`config.mk`:
```
export PLATFORM = sky130hd
export DESIGN_NAME = wall_follow_steering_classifier
export DESIGN_NICKNAME = d
export VERILOG_FILES = /design/src/design/wfsc_pkg.sv /design/src/design/wfsc_classify.sv /design/src/design/wfsc_history.sv /design/src/design/wall_follow_steering_classifier.sv
export SDC_FILE = /design/constraint.sdc
export NUM_CORES = 1
export LEC_CHECK = 0
export ABC_AREA = 1
export ABC_CLOCK_PERIOD_IN_PS = 12100
export BUFFER_PORTS_ARGS = -buffer_cell sky130_fd_sc_hd__buf_4
export CAP_MARGIN = 15
export CORE_MARGIN = 2
export CORE_UTILIZATION = 55
export CTS_CLUSTER_DIAMETER = 150
export CTS_CLUSTER_SIZE = 30
export DETAILED_ROUTE_END_ITERATION = 12
export PLACE_DENSITY = 0.74
export SYNTH_ARGS = -nofsm -noshare
export SYNTH_HDL_FRONTEND = slang
export SYNTH_SLANG_ARGS = --single-unit
export TNS_END_PERCENT = 5
```
`constraint.sdc`:
```
create_clock -name i_clk -period 12.1 [get_ports i_clk]
set_input_delay 1.815 -clock i_clk [delete_from_list [all_inputs] [get_ports i_clk]]
set_output_delay 1.815 -clock i_clk [all_outputs]
set_load 0.03 [all_outputs]
```
`src/design/wfsc_pkg.sv`:
```
// Types and constants for the wall-follow steering classifier.
package wfsc_pkg;

    localparam int DIST_W  = 10;
    localparam int DRIVE_W = 12;
    localparam int CLASS_W = 3;

    localparam int HISTORY_DEPTH_DEFAULT = 5;

    localparam logic [DIST_W-1:0] THRESHOLD_RESET = 10'd200;

    localparam logic signed [DRIVE_W-1:0] TWO_WALL_SPEED = 12'sd70;
    localparam logic [DIST_W:0]           SIDE_OFFSET    = 11'd40;
    localparam logic signed [DRIVE_W-1:0] SPIN_SPEED     = 12'sd50;

    // x/5 for x < 16384 as (x * 6554) >> 15
    localparam logic [12:0] DIV5_RECIP = 13'd6554;
    localparam int          DIV5_SHIFT = 15;

    typedef enum logic [CLASS_W-1:0] {
        CLASS_FRONT = 3'd0,
        CLASS_TWO   = 3'd1,
        CLASS_LEFT  = 3'd2,
        CLASS_RIGHT = 3'd3,
        CLASS_NONE  = 3'd4
    } t_wall_class;

    // History update request from the pipeline control
    typedef struct packed {
        logic        advance;
        t_wall_class cls;
    } t_hist_req;

endpackage

```
`src/design/wfsc_classify.sv`:
```
// Threshold compare, wall class and wheel speed computation.
module wfsc_classify
    import wfsc_pkg::*;
(
    input  logic [DIST_W-1:0]         i_threshold,
    input  logic [DIST_W-1:0]         i_left_distance,
    input  logic [DIST_W-1:0]         i_right_distance,
    input  logic [DIST_W-1:0]         i_front_distance,
    output t_wall_class               o_wall_class,
    output logic signed [DRIVE_W-1:0] o_left_drive,
    output logic signed [DRIVE_W-1:0] o_right_drive
);

    logic                      wall_l;
    logic                      wall_r;
    logic                      wall_f;
    logic [DIST_W:0]           side_base;
    logic signed [DRIVE_W-1:0] side_base_s;
    logic signed [DRIVE_W-1:0] left_s;
    logic signed [DRIVE_W-1:0] right_s;
    logic signed [DRIVE_W-1:0] base;
    logic signed [DRIVE_W-1:0] diff;
    logic signed [DRIVE_W:0]   twice;
    logic                      neg;
    logic [DRIVE_W-1:0]        mag;
    logic [24:0]               prod;
    logic [DRIVE_W-1:0]        quot;
    logic signed [DRIVE_W-1:0] weight;

    assign wall_l = i_left_distance  > i_threshold;
    assign wall_r = i_right_distance > i_threshold;
    assign wall_f = i_front_distance > i_threshold;

    assign side_base   = {1'b0, i_threshold} + SIDE_OFFSET;
    assign side_base_s = $signed({1'b0, side_base});
    assign left_s      = $signed({2'b00, i_left_distance});
    assign right_s     = $signed({2'b00, i_right_distance});

    always_comb begin
        if (wall_f) begin
            o_wall_class = CLASS_FRONT;
        end else if (wall_l && wall_r) begin
            o_wall_class = CLASS_TWO;
        end else if (wall_l) begin
            o_wall_class = CLASS_LEFT;
        end else if (wall_r) begin
            o_wall_class = CLASS_RIGHT;
        end else begin
            o_wall_class = CLASS_NONE;
        end
    end

    always_comb begin
        base = side_base_s;
        diff = '0;
        case (o_wall_class)
            CLASS_TWO: begin
                base = TWO_WALL_SPEED;
                diff = left_s - right_s;
            end
            CLASS_LEFT: begin
                diff = left_s - side_base_s;
            end
            CLASS_RIGHT: begin
                diff = side_base_s - right_s;
            end
            default: begin
                diff = '0;
            end
        endcase
    end

    // (2d)/5 truncated toward zero: divide the magnitude, restore the sign
    assign twice  = {diff, 1'b0};
    assign neg    = twice[DRIVE_W];
    assign mag    = neg ? DRIVE_W'(-twice) : DRIVE_W'(twice);
    assign prod   = mag * DIV5_RECIP;
    assign quot   = DRIVE_W'(prod >> DIV5_SHIFT);
    assign weight = neg ? -$signed(quot) : $signed(quot);

    always_comb begin
        case (o_wall_class)
            CLASS_FRONT: begin
                o_left_drive  = '0;
                o_right_drive = '0;
            end
            CLASS_NONE: begin
                o_left_drive  = -SPIN_SPEED;
                o_right_drive = SPIN_SPEED;
            end
            default: begin
                o_left_drive  = -(base + weight);
                o_right_drive = base - weight;
            end
        endcase
    end

endmodule

```
`src/design/wfsc_history.sv`:
```
// Class history shift register and node detection.
module wfsc_history
    import wfsc_pkg::*;
#(
    parameter int HISTORY_DEPTH = HISTORY_DEPTH_DEFAULT
) (
    input  logic      i_clk,
    input  logic      i_rst_n,
    input  t_hist_req i_req,
    output logic      o_node_entered
);

    t_wall_class r_hist [HISTORY_DEPTH];
    logic        r_primed;
    logic        stable;
    logic        node;

    // Entries 1..D-2 after the shift are old entries 0..D-3; oldest is old D-2
    always_comb begin
        stable = 1'b1;
        for (int i = 0; i < HISTORY_DEPTH - 2; i++) begin
            if (r_hist[i] != i_req.cls) begin
                stable = 1'b0;
            end
        end
        node = (i_req.cls == CLASS_FRONT) ||
               (r_primed && stable && (r_hist[HISTORY_DEPTH-2] != i_req.cls));
    end

    assign o_node_entered = node;

    always_ff @(posedge i_clk) begin
        if (!i_rst_n) begin
            r_primed <= 1'b0;
        end else if (i_req.advance) begin
            r_primed <= 1'b1;
        end
    end

    always_ff @(posedge i_clk) begin
        if (i_req.advance) begin
            if (node || !r_primed) begin
                for (int i = 0; i < HISTORY_DEPTH; i++) begin
                    r_hist[i] <= i_req.cls;
                end
            end else begin
                r_hist[0] <= i_req.cls;
                for (int i = 1; i < HISTORY_DEPTH; i++) begin
                    r_hist[i] <= r_hist[i-1];
                end
            end
        end
    end

endmodule

```
`src/design/wall_follow_steering_classifier.sv`:
```
// An accepted request is held in the input register, then its result in the result register.
// Throughput: one request per cycle unless stalled; input and result registers are two stages.
// Stall propagates back combinationally through the two stage enables.
// Reset (synchronous, active low) clears both valid flags, the primed flag and sets the
// threshold to 200; history entries are refilled by the first request.
module wall_follow_steering_classifier
    import wfsc_pkg::*;
#(
    parameter int HISTORY_DEPTH = HISTORY_DEPTH_DEFAULT
) (
    input  logic                      i_clk,
    input  logic                      i_rst_n,
    input  logic                      i_in_valid,
    output logic                      o_in_stall,
    input  logic [DIST_W-1:0]         i_left_distance,
    input  logic [DIST_W-1:0]         i_right_distance,
    input  logic [DIST_W-1:0]         i_front_distance,
    output logic                      o_out_valid,
    input  logic                      i_out_stall,
    output logic [CLASS_W-1:0]        o_wall_class,
    output logic signed [DRIVE_W-1:0] o_left_drive,
    output logic signed [DRIVE_W-1:0] o_right_drive,
    output logic                      o_node_entered,
    input  logic                      i_cfg_valid,
    output logic                      o_cfg_ready,
    input  logic [DIST_W-1:0]         i_cfg_data
);

    logic [DIST_W-1:0]         r_threshold;
    logic                      r_s1_valid;
    logic [DIST_W-1:0]         r_s1_left;
    logic [DIST_W-1:0]         r_s1_right;
    logic [DIST_W-1:0]         r_s1_front;
    logic                      r_out_valid;
    t_wall_class               r_class;
    logic signed [DRIVE_W-1:0] r_left_drive;
    logic signed [DRIVE_W-1:0] r_right_drive;
    logic                      r_node;

    logic                      s2_ready;
    logic                      s1_ready;
    logic                      s1_move;
    t_wall_class               calc_class;
    logic signed [DRIVE_W-1:0] calc_left;
    logic signed [DRIVE_W-1:0] calc_right;
    logic                      calc_node;
    t_hist_req                 hist_req;

    assign s2_ready    = !r_out_valid || !i_out_stall;
    assign s1_ready    = !r_s1_valid || s2_ready;
    assign s1_move     = r_s1_valid && s2_ready;
    assign o_in_stall  = !s1_ready;
    assign o_cfg_ready = 1'b1;

    always_ff @(posedge i_clk) begin
        if (!i_rst_n) begin
            r_threshold <= THRESHOLD_RESET;
        end else if (i_cfg_valid) begin
            r_threshold <= i_cfg_data;
        end
    end

    always_ff @(posedge i_clk) begin
        if (!i_rst_n) begin
            r_s1_valid <= 1'b0;
        end else if (s1_ready) begin
            r_s1_valid <= i_in_valid;
        end
    end

    always_ff @(posedge i_clk) begin
        if (s1_ready && i_in_valid) begin
            r_s1_left  <= i_left_distance;
            r_s1_right <= i_right_distance;
            r_s1_front <= i_front_distance;
        end
    end

    wfsc_classify u_classify (
        .i_threshold      (r_threshold),
        .i_left_distance  (r_s1_left),
        .i_right_distance (r_s1_right),
        .i_front_distance (r_s1_front),
        .o_wall_class     (calc_class),
        .o_left_drive     (calc_left),
        .o_right_drive    (calc_right)
    );

    assign hist_req.advance = s1_move;
    assign hist_req.cls     = calc_class;

    wfsc_history #(
        .HISTORY_DEPTH (HISTORY_DEPTH)
    ) u_history (
        .i_clk          (i_clk),
        .i_rst_n        (i_rst_n),
        .i_req          (hist_req),
        .o_node_entered (calc_node)
    );

    always_ff @(posedge i_clk) begin
        if (!i_rst_n) begin
            r_out_valid <= 1'b0;
        end else if (s2_ready) begin
            r_out_valid <= r_s1_valid;
        end
    end

    always_ff @(posedge i_clk) begin
        if (s1_move) begin
            r_class       <= calc_class;
            r_left_drive  <= calc_left;
            r_right_drive <= calc_right;
            r_node        <= calc_node;
        end
    end

    assign o_out_valid    = r_out_valid;
    assign o_wall_class   = r_class;
    assign o_left_drive   = r_left_drive;
    assign o_right_drive  = r_right_drive;
    assign o_node_entered = r_node;

endmodule

```
==> results of run 1 <==
==> logic make-up after synthesis <==
logic type | count (synthesis) | share of synthesized area
adder cells (fa/ha/maj) | 212 | 0.299
XOR/XNOR | 44 | 0.0393
buffers and inverters | 261 | 0.105
AND/OR/NAND/NOR | 524 | 0.235
flip-flops | 79 | 0.229
AO/OA/AOI/OAI | 163 | 0.0921
other | 1 | 0.000382
==> final timing paths <==
| kind | to | slack [ps] | cells after the start |
|---|---|---|---|
| worst max-delay path | o_left_drive[10] | 1260 | 51 |
| worst min-delay path | u_history.r_primed | 480 | 2 |
| worst max register to register | o_left_drive[10] | 1260 | 51 |
| worst min register to register | u_history.r_primed | 480 | 2 |
==> metal layers <==
layer | vias up | share of wire | global-route usage
li1 | 4324 | - | -
met1 | 3918 | 0.45 | 0.322
met5 | - | 0 | 0
met2 | 210 | 0.48 | 0.455
met4 | 0 | 0.034 | 0.0974
met3 | 53 | 0.041 | 0.0316
==> flip-flops by register name (all words and copies together), names as in the netlist <==
register / count
r_s1_valid: 1
o_node_entered: 1
r_s1_left: 10
r_threshold: 10
o_out_valid: 1
r_s1_right: 10
o_left_drive: 12
u_history.r_hist: 12
o_right_drive: 11
u_history.r_primed: 1
r_s1_front: 10
==> critical path, delay by kind of cell (launching register included) <==
family / cells / cell delay, ps
xor+xnor: 3 / 1040
buf+inv: 8 / 630
flops: 1 / 350
compound gates: 7 / 1200
simple gates: 22 / 2740
fa+ha+maj: 11 / 4600
==> layout make-up <==
cell class                      instances  area (sq um)  area share
Multi-Input combinational cell        944          6540       0.600
Sequential cell                        79          2240       0.206
Inverter                              246           923      0.0847
Timing Repair Buffer                   75           583      0.0535
Tap cell                              225           282      0.0258
Clock buffer                           10           250      0.0230
Clock inverter                          6          78.8     0.00723
==> cells in the mapped netlist (3+ instances only) <==
cell type  count  share of area
buf_6          3         0.0034
nor2_2        11         0.0070
inv_2          5         0.0019
a31oi_1        3         0.0019
nor2_1        87          0.033
or2_2          3         0.0019
nor3_1        14         0.0071
nand3b_1       3         0.0023
clkbuf_1       3         0.0011
nand4_1       30          0.019
nand3_1       71          0.036
nor4_1         4         0.0026
dfxtp_1       13          0.027
nand2_2        3         0.0019
a211oi_1       3         0.0023
nand2_1      288           0.11
ha_1         174           0.22
xnor2_1       12          0.011
xor2_1        32          0.029
o21bai_1       5         0.0038
fa_1          38          0.078
a21o_1         5         0.0038
inv_1        241          0.092
o21ai_0       58          0.030
a21oi_1       76          0.039
buf_4          5         0.0038
edfxtp_1      66           0.20
nor2_4         3         0.0034
==> stage by stage <==
step	cells	cell area, sq um	setup slack (ps)	hold WS, ps
global route	1585	10900	291	536
floorplan	1284	9810	2860	457
CTS	1584	10900	1400	486
finish	1585	10900	1260	484
detailed placement	1568	10500	1520	479
global placement	1568	10500	1700	472
==> out/qor.yml, run 1 <==
cts:
  numCtsBuffers: 9
  cts_resized: 0
  cts-root-buf: "clkbuf_16"
  cts.clk_slew.worst_paths_ps: 70
  ctsLongestPathBuffers: 2
  postCtsSetupRepairBufs: 0
  hold_buffers: 0
  cts_tree: "built"
  clk_latency_ps: 350
  clock-sinks: 79
  htree_levels: 3
route:
  wl_per_cell_microns: 14.7
  first_pass_iters: 5
  antenna_left: 0
  drc: 0
  vias: 8505
  routed_wl_microns: 23200
  viasPerCell: 5.37
  drt_iter0_drc: 591
finish:
  antenna_cells: 0
  drive_gt1_frac: 0.0934
  final_util: 0.628
  final_cell_mix: "nand2_1 (288), inv_1 (241), ha_1 (174)"
  layout_commonest_cell: "nand2_1"
  layout.nets: 1612
  fillers: 1585
  syn2layout_area_growth_pct: 11.1
yosys:
  ys.flop_type: "edfxtp_1"
  synthCells: 1284
  synthArstFlopShare: 0
  synth_area_sq_um: 9810
  ys_warn_count: 0
  synth_fp_nets: 1541
  synth.distinct_cells: 47
  avgSynthCellArea_sq_um: 7.64
  synth_edf_count: 66
  synth_seq_cells: 79
  seq_area_frac_synth: 0.229
timing:
  fin_setup_tns_ps: 0
  fin_skew_ps: 9.31
  maxSlewViolCount: 0
  setup_viol: 0
  rsz0062_at_grt: "false"
  fin_crit_ps: 10840
  post-route-period-util: 0.896
  fmax_mhz: 92.2
  tightest_slew_ps: 1030
  relSlewSlack: 0.312
  hold_viol_final: 0
global_routing:
  grt-ovfl-total: 0
  grt_antenna_before_repair: 0
  grt_util_all_layers: 0.258
  grt_max_degree: 38
  grt_pass1_wl_microns: 38300
  grt_pass1_vias: 8224
hold_path:
  worstHoldPathType: "reg -> reg"
  hold_path_startpoint: "u_history.r_primed"
setup_path:
  cpPeakStageDelay_ps: 550
  cp_data_arrival_time_ps: 10910
  r2r_start: "r_threshold[3]"
  crit_top_cell: "nand2_1"
  setup.worst_path.start: "r_threshold[3]"
  critPathSlowestCell: "fa_1"
  setup.worst_path.class: "reg -> reg"
  path_max_fanout: 10
  startpoint_type: "register"
  critical_path_required_ps: 12170
  cp-end-kind: "register"
job:
  cap_violations: 0
floorplan:
  ios: 76
  start_util: 0.565
  core-area_sq_um: 17400
  rows: 48
  dieArea_sq_um: 18900
  die_y_microns: 138
  die_w_microns: 138
placement:
  dpl.hpwl_microns: 19500
  port_buffers: 74
  routabilityCongestion: 0.940
run_status:
  status: "finished clean"
Power of run 1 is not shown: default switching activity piles up to over one toggle a cycle in this logic, so the estimate is an artifact.
==> inputs of run 2 (changes only) <==
ABC_CLOCK_PERIOD_IN_PS = 10400   (was 12100)
clock period = 10.4 ns   (was 12.1 ns; I/O delays follow)
==> run 2 against run 1 <==
Effect of this change: clock skew grew 6.3 ps; fmax grew 11%; hold slack is essentially flat; sequential share of layout area shrank 0.33 points.
==> out/qor.yml, run 2 (same netlist as run 1, synthesis figures left out) <==
run_status:
  status: "finished clean"
timing:
  post-route-period-util: 0.940
  maxSlewViolCount: 0
  relSlewSlack: 0.318
  holdWs_ps: 484
  setup_viol: 0
  fin_crit_ps: 9780
  tightest_slew_ps: 1020
  fmax_mhz: 102
  fin_skew_ps: 15.6
  hold_viol_final: 0
cts:
  clk_latency_ps: 350
  clock-sinks: 79
  cts-root-buf: "clkbuf_16"
  htree_levels: 3
  cts.clk_slew.worst_paths_ps: 60
  ctsLongestPathBuffers: 2
  numCtsBuffers: 9
  cts_tree: "built"
route:
  routed_wl_microns: 24000
  wl_per_cell_microns: 15.0
  drc: 0
  first_pass_iters: 6
  viasPerCell: 5.39
  antenna_left: 0
  vias: 8607
  drt_iter0_drc: 582
floorplan:
  ios: 76
  core-area_sq_um: 17400
  die_y_microns: 138
  rows: 48
  die_w_microns: 138
  dieArea_sq_um: 18900
  start_util: 0.565
setup_path:
  setup.worst_path.class: "reg -> reg"
  critPathSlowestCell: "fa_1"
  startpoint_type: "register"
  cpPeakStageDelay_ps: 550
  cp_data_arrival_time_ps: 9870
  cp-end-kind: "register"
  path_max_fanout: 10
  critical_path_required_ps: 10490
  crit_top_cell: "nand2_1"
finish:
  post-route-cell-area_sq_um: 11100
  final_cell_mix: "nand2_1 (287), inv_1 (240), ha_1 (171)"
  drive_gt1_frac: 0.115
  regArea_sq_um: 2240
  multi_input_area_sq_um: 6630
  layout_commonest_cell: "nand2_1"
  fillers: 1560
  final_cell_count_no_fill: 1598
  layout.nets: 1625
  syn2layout_area_growth_pct: 12.9
  antenna_cells: 0
placement:
  port_buffers: 74
  dp_cells: 1578
  placed_cell_area_sq_um: 10600
  dpl.hpwl_microns: 19900
  routabilityCongestion: 1.02
job:
  cap_violations: 0
hold_path:
  worstHoldPathType: "reg -> reg"
global_routing:
  grt_util_all_layers: 0.265
  grt_pass1_vias: 8291
  grt-ovfl-total: 0
  grt_max_degree: 38
  grt_antenna_before_repair: 0
  grt_pass1_wl_microns: 39100
run 2: worst max-delay path, delay by kind of cell, from the launching register on:
kind | cells | cell delay (ps)
adders and majority gates | 11 | 4520
buffers and inverters | 8 | 740
and+or+nand+nor | 24 | 2180
xor gates and xnor gates | 4 | 790
AOI/OAI and AO/OA | 5 | 850
DFF | 1 | 430
run 2: path summary, 6_finish.rpt:
path | start | end | slack [ps] | cells after the start
setup / recovery | r_threshold[3] | o_left_drive[11] | 620 | 52
hold / removal | u_history.r_primed | u_history.r_primed | 480 | 2
setup reg to reg | r_threshold[3] | o_left_drive[11] | 620 | 52
hold reg to reg | u_history.r_primed | u_history.r_primed | 480 | 2
run 2: area by class of cell:
type,instances,share of cell area
repair buffers,88,0.0614
inverters,246,0.0834
multi-input cells,944,0.599
clock buffers,10,0.0207
flip-flops and latches,79,0.202
clock inverters,6,0.00813
well taps,225,0.0254
run 2: timing repair:
| action | in CTS | in global routing |
|---|---|---|
| buffers inserted | 0 | 3 |
| resized for setup | 0 | 26 |
| hold buffers | 0 | 0 |
| endpoints found under the setup margin | 0 | 17 |
run 2: metrics by stage:
stage                util  setup slack [ps]  setup TNS (ps)
finish              0.638               621               0
global placement    0.612               240               0
global route        0.638             -70.1            -126
floorplan               -              1160               0
detailed placement  0.612               115               0
CTS                 0.630              94.4               0
run 2: routing by layer:
metal	vias to the layer above	track usage	wire, microns
li1	4363	-	-
met5	-	0	0
met2	267	0.465	11600
met3	50	0.0320	1140
met1	3927	0.333	10600
met4	0	0.0985	729
Power of run 2 is left out for the same reason.
